File: src/assert_macros.svh
// Assertion helpers shared by the RTL of the volume accumulator.
`ifndef ASSERT_MACROS_SVH
`define ASSERT_MACROS_SVH

// Property that must hold at every clock edge outside reset.
`define MSVA_ASSERT(lbl, clk, rst_n, prop, msg) \
  lbl: assert property (@(posedge clk) disable iff (!rst_n) (prop)) \
    else $error(msg);

// Condition that must never be seen at a clock edge outside reset.
`define MSVA_NEVER(lbl, clk, rst_n, cond, msg) \
  lbl: assert property (@(posedge clk) disable iff (!rst_n) !(cond)) \
    else $error(msg);

`endif

File: src/msva_pkg.sv
package msva_pkg;

  // Coordinate width and the widths derived from it.
  localparam int CoordBits = 16;
  localparam int CrossW    = 2 * CoordBits + 1;
  localparam int ProdW     = CoordBits + CrossW;
  localparam int TermW     = 3 * CoordBits + 3;
  localparam int SumW      = 64;

  // Winding codes.
  localparam logic [1:0] WindPos = 2'd1;
  localparam logic [1:0] WindNeg = 2'd2;

  // Division by six: eight quotient bits per cycle.
  localparam int         DivStepBits = 8;
  localparam int         DivCycles   = SumW / DivStepBits;
  localparam logic [3:0] Divisor     = 4'd6;

  // Counter covers both the three vector components and the division cycles.
  localparam int         CntW     = $clog2(DivCycles);
  localparam logic [CntW-1:0] LastComp = CntW'(2);
  localparam logic [CntW-1:0] LastDiv  = CntW'(DivCycles - 1);

  typedef struct packed {
    logic signed [CoordBits-1:0] ax;
    logic signed [CoordBits-1:0] ay;
    logic signed [CoordBits-1:0] az;
    logic signed [CoordBits-1:0] bx;
    logic signed [CoordBits-1:0] by;
    logic signed [CoordBits-1:0] bz;
    logic signed [CoordBits-1:0] cx;
    logic signed [CoordBits-1:0] cy;
    logic signed [CoordBits-1:0] cz;
    logic [1:0]                  winding;
    logic                        final_face;
  } in_item_t;

  typedef struct packed {
    logic signed [SumW-1:0] volume;
    logic                   winding_error;
  } out_item_t;

  typedef enum logic [3:0] {
    ST_IDLE,
    ST_MUL1,
    ST_MUL2,
    ST_SUB,
    ST_DOT,
    ST_ADD,
    ST_ACC,
    ST_PREP,
    ST_DIV,
    ST_OUT
  } ctrl_state_e;

  typedef enum logic [1:0] {
    MUL_NONE,
    MUL_BC,
    MUL_CB,
    MUL_AN
  } mul_sel_e;

  typedef enum logic [1:0] {
    CROSS_HOLD,
    CROSS_LOAD,
    CROSS_SUB
  } cross_op_e;

  typedef struct packed {
    logic      load;
    mul_sel_e  mul_sel;
    cross_op_e cross_op;
    logic      term_add;
    logic      rotate;
    logic      acc_upd;
    logic      div_prep;
    logic      div_step;
    logic      out_load;
  } dp_cmd_t;

  typedef struct packed {
    logic final_face;
    logic out_busy;
  } dp_status_t;

endpackage

File: src/msva_ctrl.sv
module msva_ctrl (
  input  logic                 clk_i,
  input  logic                 rst_ni,
  input  logic                 in_valid_i,
  output logic                 in_ready_o,
  input  msva_pkg::dp_status_t status_i,
  output msva_pkg::dp_cmd_t    cmd_o
);

  msva_pkg::ctrl_state_e state_q, state_d;
  logic [msva_pkg::CntW-1:0] cnt_q, cnt_d;

  // State and counter registers.
  always_ff @(posedge clk_i or negedge rst_ni) begin
    if (!rst_ni) begin
      state_q <= msva_pkg::ST_IDLE;
      cnt_q   <= '0;
    end else begin
      state_q <= state_d;
      cnt_q   <= cnt_d;
    end
  end

  // Next state: three components of five steps each, then the accumulate,
  // and for the final item the division and the output load.
  always_comb begin
    state_d = state_q;
    cnt_d   = cnt_q;
    case (state_q)
      msva_pkg::ST_IDLE: begin
        cnt_d = '0;
        if (in_valid_i) state_d = msva_pkg::ST_MUL1;
      end
      msva_pkg::ST_MUL1: state_d = msva_pkg::ST_MUL2;
      msva_pkg::ST_MUL2: state_d = msva_pkg::ST_SUB;
      msva_pkg::ST_SUB:  state_d = msva_pkg::ST_DOT;
      msva_pkg::ST_DOT:  state_d = msva_pkg::ST_ADD;
      msva_pkg::ST_ADD: begin
        if (cnt_q == msva_pkg::LastComp) begin
          cnt_d   = '0;
          state_d = msva_pkg::ST_ACC;
        end else begin
          cnt_d   = cnt_q + 1'b1;
          state_d = msva_pkg::ST_MUL1;
        end
      end
      msva_pkg::ST_ACC: begin
        state_d = status_i.final_face ? msva_pkg::ST_PREP : msva_pkg::ST_IDLE;
      end
      msva_pkg::ST_PREP: begin
        cnt_d   = '0;
        state_d = msva_pkg::ST_DIV;
      end
      msva_pkg::ST_DIV: begin
        if (cnt_q == msva_pkg::LastDiv) begin
          cnt_d   = '0;
          state_d = msva_pkg::ST_OUT;
        end else begin
          cnt_d = cnt_q + 1'b1;
        end
      end
      msva_pkg::ST_OUT: begin
        if (!status_i.out_busy) state_d = msva_pkg::ST_IDLE;
      end
      default: begin
        cnt_d   = '0;
        state_d = msva_pkg::ST_IDLE;
      end
    endcase
  end

  // Commands to the datapath.
  always_comb begin
    cmd_o          = '0;
    cmd_o.mul_sel  = msva_pkg::MUL_NONE;
    cmd_o.cross_op = msva_pkg::CROSS_HOLD;
    in_ready_o     = 1'b0;
    case (state_q)
      msva_pkg::ST_IDLE: begin
        in_ready_o = 1'b1;
        cmd_o.load = in_valid_i;
      end
      msva_pkg::ST_MUL1: cmd_o.mul_sel = msva_pkg::MUL_BC;
      msva_pkg::ST_MUL2: begin
        cmd_o.mul_sel  = msva_pkg::MUL_CB;
        cmd_o.cross_op = msva_pkg::CROSS_LOAD;
      end
      msva_pkg::ST_SUB:  cmd_o.cross_op = msva_pkg::CROSS_SUB;
      msva_pkg::ST_DOT:  cmd_o.mul_sel  = msva_pkg::MUL_AN;
      msva_pkg::ST_ADD: begin
        cmd_o.term_add = 1'b1;
        cmd_o.rotate   = 1'b1;
      end
      msva_pkg::ST_ACC:  cmd_o.acc_upd  = 1'b1;
      msva_pkg::ST_PREP: cmd_o.div_prep = 1'b1;
      msva_pkg::ST_DIV:  cmd_o.div_step = 1'b1;
      msva_pkg::ST_OUT:  cmd_o.out_load = !status_i.out_busy;
      default: ;
    endcase
  end

endmodule

File: src/msva_datapath.sv
module msva_datapath (
  input  logic                 clk_i,
  input  logic                 rst_ni,
  input  msva_pkg::in_item_t   in_i,
  input  msva_pkg::dp_cmd_t    cmd_i,
  output msva_pkg::dp_status_t status_o,
  output logic                 out_valid_o,
  input  logic                 out_ready_i,
  output msva_pkg::out_item_t  out_o
);

  localparam int W      = msva_pkg::CoordBits;
  localparam int CrossW = msva_pkg::CrossW;
  localparam int ProdW  = msva_pkg::ProdW;
  localparam int TermW  = msva_pkg::TermW;
  localparam int SumW   = msva_pkg::SumW;

  localparam logic signed [SumW-1:0] SumMax = {1'b0, {(SumW-1){1'b1}}};
  localparam logic signed [SumW-1:0] SumMin = {1'b1, {(SumW-1){1'b0}}};

  // Vertex registers; they rotate by one component after each dot term,
  // so the cross product always reads the same taps.
  logic signed [W-1:0] a_q [3];
  logic signed [W-1:0] b_q [3];
  logic signed [W-1:0] c_q [3];
  logic [1:0]          wind_q;
  logic                final_q;

  logic signed [ProdW-1:0]  prod_q;
  logic signed [CrossW-1:0] cross_q;
  logic signed [TermW-1:0]  term_q;
  logic signed [SumW-1:0]   sum_q;
  logic                     err_q;
  logic [SumW-1:0]          div_q;
  logic [2:0]               rem_q;
  logic                     neg_q;
  logic                     errsnap_q;
  logic                     out_valid_q;
  msva_pkg::out_item_t      out_q;

  logic signed [W-1:0]      mul_x;
  logic signed [CrossW-1:0] mul_y;
  logic signed [ProdW-1:0]  mul_p;
  logic                     wind_bad;
  logic signed [SumW-1:0]   addend;
  logic signed [SumW:0]     sum_wide;
  logic signed [SumW-1:0]   sum_sat;
  logic [SumW-1:0]          div_d;
  logic [2:0]               rem_d;

  // Shared multiplier operand selection.
  always_comb begin
    case (cmd_i.mul_sel)
      msva_pkg::MUL_BC: begin
        mul_x = b_q[1];
        mul_y = CrossW'(c_q[2]);
      end
      msva_pkg::MUL_CB: begin
        mul_x = b_q[2];
        mul_y = CrossW'(c_q[1]);
      end
      msva_pkg::MUL_AN: begin
        mul_x = a_q[0];
        mul_y = cross_q;
      end
      default: begin
        mul_x = '0;
        mul_y = '0;
      end
    endcase
    mul_p = mul_x * mul_y;
  end

  // Saturating accumulate; an undefined winding contributes nothing.
  always_comb begin
    wind_bad = (wind_q != msva_pkg::WindPos) && (wind_q != msva_pkg::WindNeg);
    addend   = wind_bad ? '0 : SumW'(term_q);
    sum_wide = (SumW+1)'(sum_q) + (SumW+1)'(addend);
    if (sum_wide[SumW] != sum_wide[SumW-1]) begin
      sum_sat = sum_wide[SumW] ? SumMin : SumMax;
    end else begin
      sum_sat = sum_wide[SumW-1:0];
    end
  end

  // One step of long division by six: eight dividend bits, MSB first,
  // quotient bits shift in at the bottom of the same register.
  always_comb begin
    logic [3:0] r4;
    rem_d = rem_q;
    div_d = div_q;
    for (int i = 0; i < msva_pkg::DivStepBits; i++) begin
      r4    = {rem_d, div_d[SumW-1]};
      div_d = {div_d[SumW-2:0], 1'b0};
      if (r4 >= msva_pkg::Divisor) begin
        rem_d    = 3'(r4 - msva_pkg::Divisor);
        div_d[0] = 1'b1;
      end else begin
        rem_d = r4[2:0];
      end
    end
  end

  // Item and working registers.
  always_ff @(posedge clk_i) begin
    if (cmd_i.load) begin
      a_q[0]  <= in_i.ax;
      a_q[1]  <= in_i.ay;
      a_q[2]  <= in_i.az;
      b_q[0]  <= in_i.bx;
      b_q[1]  <= in_i.by;
      b_q[2]  <= in_i.bz;
      c_q[0]  <= in_i.cx;
      c_q[1]  <= in_i.cy;
      c_q[2]  <= in_i.cz;
      wind_q  <= in_i.winding;
      final_q <= in_i.final_face;
    end else if (cmd_i.rotate) begin
      a_q[0] <= a_q[1];
      a_q[1] <= a_q[2];
      a_q[2] <= a_q[0];
      b_q[0] <= b_q[1];
      b_q[1] <= b_q[2];
      b_q[2] <= b_q[0];
      c_q[0] <= c_q[1];
      c_q[1] <= c_q[2];
      c_q[2] <= c_q[0];
    end

    if (cmd_i.mul_sel != msva_pkg::MUL_NONE) prod_q <= mul_p;

    case (cmd_i.cross_op)
      msva_pkg::CROSS_LOAD: cross_q <= $signed(prod_q[CrossW-1:0]);
      msva_pkg::CROSS_SUB:  cross_q <= cross_q - $signed(prod_q[CrossW-1:0]);
      default: ;
    endcase

    // A negative winding is the same triple product with its sign turned.
    if (cmd_i.load) begin
      term_q <= '0;
    end else if (cmd_i.term_add) begin
      if (wind_q == msva_pkg::WindNeg) term_q <= term_q - TermW'(prod_q);
      else                             term_q <= term_q + TermW'(prod_q);
    end

    if (cmd_i.div_prep) begin
      neg_q     <= sum_q[SumW-1];
      div_q     <= sum_q[SumW-1] ? $unsigned(-sum_q) : $unsigned(sum_q);
      rem_q     <= '0;
      errsnap_q <= err_q;
    end else if (cmd_i.div_step) begin
      div_q <= div_d;
      rem_q <= rem_d;
    end

    if (cmd_i.out_load) begin
      out_q.volume        <= neg_q ? -$signed(div_q) : $signed(div_q);
      out_q.winding_error <= errsnap_q;
    end
  end

  // Running sum and error flag, cleared once handed to the division.
  always_ff @(posedge clk_i or negedge rst_ni) begin
    if (!rst_ni) begin
      sum_q <= '0;
      err_q <= 1'b0;
    end else if (cmd_i.acc_upd) begin
      sum_q <= sum_sat;
      err_q <= err_q | wind_bad;
    end else if (cmd_i.div_prep) begin
      sum_q <= '0;
      err_q <= 1'b0;
    end
  end

  // Output register valid bit.
  always_ff @(posedge clk_i or negedge rst_ni) begin
    if (!rst_ni) begin
      out_valid_q <= 1'b0;
    end else if (cmd_i.out_load) begin
      out_valid_q <= 1'b1;
    end else if (out_ready_i) begin
      out_valid_q <= 1'b0;
    end
  end

  assign status_o.final_face = final_q;
  assign status_o.out_busy   = out_valid_q && !out_ready_i;
  assign out_valid_o         = out_valid_q;
  assign out_o               = out_q;

endmodule

File: src/mesh_signed_volume_accumulator.sv
// Signed mesh volume accumulator.
// Input channel (in_valid_i / in_ready_o / in_i) takes one triangle per item:
// three vertices in signed Q8.8, a winding code and a final-face mark.
// Output channel (out_valid_o / out_ready_i / out_o) gives one item per mesh,
// on the final face: the saturated sum of triple products divided by six,
// truncated toward zero, in Q40.24, and the sticky winding error flag.
// One item is in work at a time. The shared multiplier runs five steps per
// vector component; after the accumulate step the input is ready again.
// A final face adds a preparation step, the division steps (eight quotient
// bits each) and an output load, which waits while the output register is busy.
// The output register holds a result while the receiver stalls; the next
// faces are still taken and summed, and only a further result waits in the
// load step until the register drains.
// Reset clears the running sum, the error flag and the output valid.
module mesh_signed_volume_accumulator (
  input  logic                clk_i,
  input  logic                rst_ni,
  input  logic                in_valid_i,
  output logic                in_ready_o,
  input  msva_pkg::in_item_t  in_i,
  output logic                out_valid_o,
  input  logic                out_ready_i,
  output msva_pkg::out_item_t out_o
);

  msva_pkg::dp_cmd_t    dp_cmd;
  msva_pkg::dp_status_t dp_status;

  // Sequencer.
  msva_ctrl u_ctrl (
    .clk_i      (clk_i),
    .rst_ni     (rst_ni),
    .in_valid_i (in_valid_i),
    .in_ready_o (in_ready_o),
    .status_i   (dp_status),
    .cmd_o      (dp_cmd)
  );

  // Arithmetic and output register.
  msva_datapath u_datapath (
    .clk_i       (clk_i),
    .rst_ni      (rst_ni),
    .in_i        (in_i),
    .cmd_i       (dp_cmd),
    .status_o    (dp_status),
    .out_valid_o (out_valid_o),
    .out_ready_i (out_ready_i),
    .out_o       (out_o)
  );

`include "assert_macros.svh"

  // A result is only loaded into a free output register.
  `MSVA_NEVER(a_load_busy, clk_i, rst_ni, dp_cmd.out_load && dp_status.out_busy, "output overwritten")
  // Once an item is taken, the block is busy in the next cycle.
  `MSVA_ASSERT(a_busy_after_accept, clk_i, rst_ni, (in_valid_i && in_ready_o) |=> !in_ready_o, "ready after accept")
  // Output valid rises only from a load.
  `MSVA_ASSERT(a_valid_from_load, clk_i, rst_ni, $rose(out_valid_o) |-> $past(dp_cmd.out_load), "spurious output")
  // Division starts only for a final face.
  `MSVA_ASSERT(a_div_on_final, clk_i, rst_ni, dp_cmd.div_prep |-> dp_status.final_face, "result on non-final face")

endmodule
File: config.mk
export PLATFORM = sky130hd
export DESIGN_NAME = mesh_signed_volume_accumulator
export DESIGN_NICKNAME = d
export VERILOG_FILES = /design/src/msva_pkg.sv /design/src/msva_ctrl.sv /design/src/msva_datapath.sv /design/src/mesh_signed_volume_accumulator.sv
export VERILOG_INCLUDE_DIRS = /design/src /design/src/src
export SDC_FILE = /design/constraint.sdc
export NUM_CORES = 2
export LEC_CHECK = 0
export ABC_AREA = 1
export CORE_MARGIN = 1.5
export CORE_UTILIZATION = 65
export DETAILED_ROUTE_END_ITERATION = 16
export DONT_BUFFER_PORTS = 1
export HOLD_SLACK_MARGIN = 0.08
export PLACE_DENSITY = 0.84
export SETUP_SLACK_MARGIN = 0.02
export SYNTH_ARGS = -nofsm -noshare
export SYNTH_HDL_FRONTEND = slang
export SYNTH_HIERARCHICAL = 1
export SYNTH_SLANG_ARGS = --single-unit
File: constraint.sdc
create_clock -name clk_i -period 8.3 [get_ports clk_i]
set_input_delay 0 -clock clk_i [delete_from_list [all_inputs] [get_ports clk_i]]
set_output_delay 0 -clock clk_i [all_outputs]
set_load 0.05 [all_outputs]
==> flow_metrics.tcl <==
set metrics [dict create \
    worst_setup_path_start_kind "register" \
    syn_to_final_growth_pct 10.7 \
    min_period_ns 8.20 \
    rsz0062_at_grt "true" \
    ys_warn_count 6 \
    crit_path_top_delay_cell "fa_1" \
    r2r-end "u_datapath/prod_q[35]$_DFFE_PP_" \
    track_usage 0.386 \
    final_max_slew_viol_count 0 \
    grt-busiest-layer "met2" \
    nets 7529 \
    place.gp.congestion 0.971 \
    cts_buffers 54 \
    finClkSkew_ns 0.106 \
    timing.rr.start "u_ctrl/state_q[0]$_DFFE_PN0P_" \
    drive_gt1_frac 0.0674 \
    fin_crit_sh 0.988 \
    wl_per_cell_um 20.6 \
    crit_required_ns 8.62 \
    drtPass1Iterations 9 \
    synth.net_count 7384 \
    vias 45200 \
    dp_hpwl_mm 118 \
    slew_headroom 0.199 \
    grt.met1_usage 0.438 \
    synth_top_family_by_area "adder cells" \
    grt_pass1_wl_mm 247 \
    synth_cells 6460 \
    synth_area_leaders "edfxtp_1 21%, fa_1 19%, nand2_1 10%" \
    cp.arrival_ns 8.52 \
    r2r_slack_ns 0.10 \
    synth_edf_count 360 \
    core_mm2 0.0789 \
    fin_area_mm2 0.0573 \
    hold_viol 0 \
    cp-end-kind "register" \
    status "completed" \
    routed_wl_mm 159 \
    path_clk_slew_ns 0.08 \
    syn_area_mm2 0.0517 \
    final_antenna_net_count 0 \
    final-setup-viol-count 0 \
    fp.dieH_um 285 \
    io_buffers 0 \
    grt_use_met2 0.688 \
    seq_area_frac_synth 0.265 \
    viasPerCell 5.87 \
    htreeDepth 2 \
    min_from "in_i[48]" \
    syn_avg_cell_area_um2 8.01 \
    slowest_delay_ns 0.57 \
    hold-path-endpoint "u_datapath/c_q[0][13]$_DFFE_PP_" \
    fin_hold_ws_ns 0.0706 \
    min_path_cells 3 \
    synth_compound_area_frac 0.107 \
    r2r_cells 33 \
    synth-main-ff-cell "edfxtp_1" \
    pre_cts_ws_ns 0.000750 \
    initial_core_util 0.656 \
    drc 0 \
    cap_violations 0 \
    clockRootBuffer "clkbuf_16" \
    yosysUniqueCellTypes 65 \
    synth_simple_gate_area_share 0.181 \
    hold_path.class "in -> reg" \
    fp.dieW_um 285 \
    ctsLongestPathBuffers 3 \
    dieArea_mm2 0.0813 \
    drtIter0Drc 4374 \
    antenna_found_initial 6 \
    grtUsageMet3 0.0631 \
    synth-xor-area-share 0.0562 \
    path_class "reg -> reg" \
    core.rowCount 103 \
    ys_ff_latch 487 \
    async_flop_share 0.150 \
    cts_tree "built" \
    cts.sinks 487 \
    cp_max_fo 13 \
    grt_pass1_vias 46600 \
    yosys-top-cells-count "1430 x nand2_1, 1304 x inv_1, 503 x fa_1, 474 x nor2_1, 363 x a21oi_1" \
    setup_ws_ns 0.102 \
    synthAdderAreaFrac 0.260 \
    place_area_mm2 0.0532 \
    insertion_delay_ns 0.68 \
    synthMuxAreaShare 0.0202 \
    yosysTopAreaCell "edfxtp_1" \
    worst_pin_slew_ns 1.20 \
    grt_max_degree 104 \
    grt-ovfl-total 0 \
    synth_top_area_share 0.209 \
    synth.most_common_cell "nand2_1" \
    max_freq_mhz 122 \
    pin_count 218 \
]
logic make-up after synthesis:
| logic type | count (synthesis) |
|---|---|
| buffers and inverters | 1512 |
| AOI/OAI and AO/OA | 977 |
| xor gates and xnor gates | 332 |
| muxes | 93 |
| adders and majority gates | 773 |
| and+or+nand+nor | 2286 |
| DFF | 487 |
final cells by class:
type	instances	area (um2)
multi-input combinational	4461	32600
fill	6008	21600
sequential	487	13700
inverter	1313	4940
timing repair buffer	288	2740
clock buffer	70	1450
tap	1050	1310
clock inverter	32	465
antenna	6	15.0
timing repair:
action / CTS / global route
buffers inserted: 0 / 18
endpoints found under the setup margin: 7 / 24
pin swaps: 0 / 6
hold buffers: 161 / 0
endpoints found under the hold margin: 230 / 0
gates resized for setup: 4 / 65
gates cloned: 0 / 1
flip-flops by register name (all words and copies together) (netlist names):
name,count
u_datapath/out_o,65
u_datapath/div_q,64
u_datapath/sum_q,64
u_datapath/term_q,51
u_datapath/prod_q,49
u_datapath/a_q,48
u_datapath/b_q,48
u_datapath/c_q,48
u_datapath/cross_q,33
u_ctrl/state_q,4
u_ctrl/cnt_q,3
u_datapath/rem_q,3
u_datapath/wind_q,2
u_datapath/err_q,1
u_datapath/errsnap_q,1
u_datapath/final_q,1
u_datapath/neg_q,1
u_datapath/out_valid_o,1
critical path, delay by kind of cell (launching register included):
kind / cells / cell delay (ns)
and+or+nand+nor: 5 / 0.64
DFF: 1 / 0.48
xor gates and xnor gates: 1 / 0.17
AOI/OAI and AO/OA: 10 / 2.00
adders and majority gates: 7 / 3.46
buffers and inverters: 10 / 1.09
worst max path at each step:
stage,startpoint,endpoint,slack [ns],depth (start not counted)
finish,u_ctrl/state_q[0]$_DFFE_PN0P_,u_datapath/prod_q[35]$_DFFE_PP_,0.10,33
global route,u_ctrl/state_q[0]$_DFFE_PN0P_,u_datapath/prod_q[44]$_DFFE_PP_,-0.21,35
CTS,u_ctrl/state_q[0]$_DFFE_PN0P_,u_datapath/prod_q[41]$_DFFE_PP_,0.01,28
detailed placement,u_ctrl/state_q[2]$_DFFE_PN0P_,u_datapath/prod_q[41]$_DFFE_PP_,0.0007,32
global placement,u_ctrl/state_q[2]$_DFFE_PN0P_,u_datapath/prod_q[41]$_DFFE_PP_,0.09,32
floorplan,u_datapath/out_valid_o$_DFFE_PN0P_,u_datapath/out_valid_o$_DFFE_PN0P_,0.62,4
through the flow:
step | std cells | util | setup TNS, ns
2_1_floorplan | 6460 | - | 0
5_1_grt | 7706 | 0.726 | -1.26
6_report | 7707 | 0.726 | 0
4_1_cts | 7682 | 0.720 | 0
3_5_place_dp | 7419 | 0.675 | 0
3_3_place_gp | 7419 | 0.675 | 0
layout by cell type (no fill, tap or decap), types with 19 or more instances in the layout:
master,instances
nor2_1,469
o21ai_0,352
edfxtp_1,360
dfrtp_1,70
nand4_1,43
nand2_1,1424
nor3_1,50
clkbuf_16,55
nand3_1,179
nor4_1,41
fa_1,502
dfxtp_1,54
mux2_2,93
o211ai_1,29
a21oi_1,352
xnor2_1,122
xor2_1,210
o21ai_1,22
ha_1,269
inv_2,19
buf_4,111
dlygate4sd3_1,159
inv_1,1290
a31oi_1,77
routing by layer:
| metal | wire [um] | part of all wire |
|---|---|---|
| met1 | 56100 | 0.35 |
| met2 | 80000 | 0.50 |
| met3 | 12000 | 0.076 |
| met4 | 10700 | 0.067 |
| met5 | 8 | 0.000050 |
Power is not shown: default switching activity piles up to over one toggle a cycle in this logic, so the estimate is an artifact.
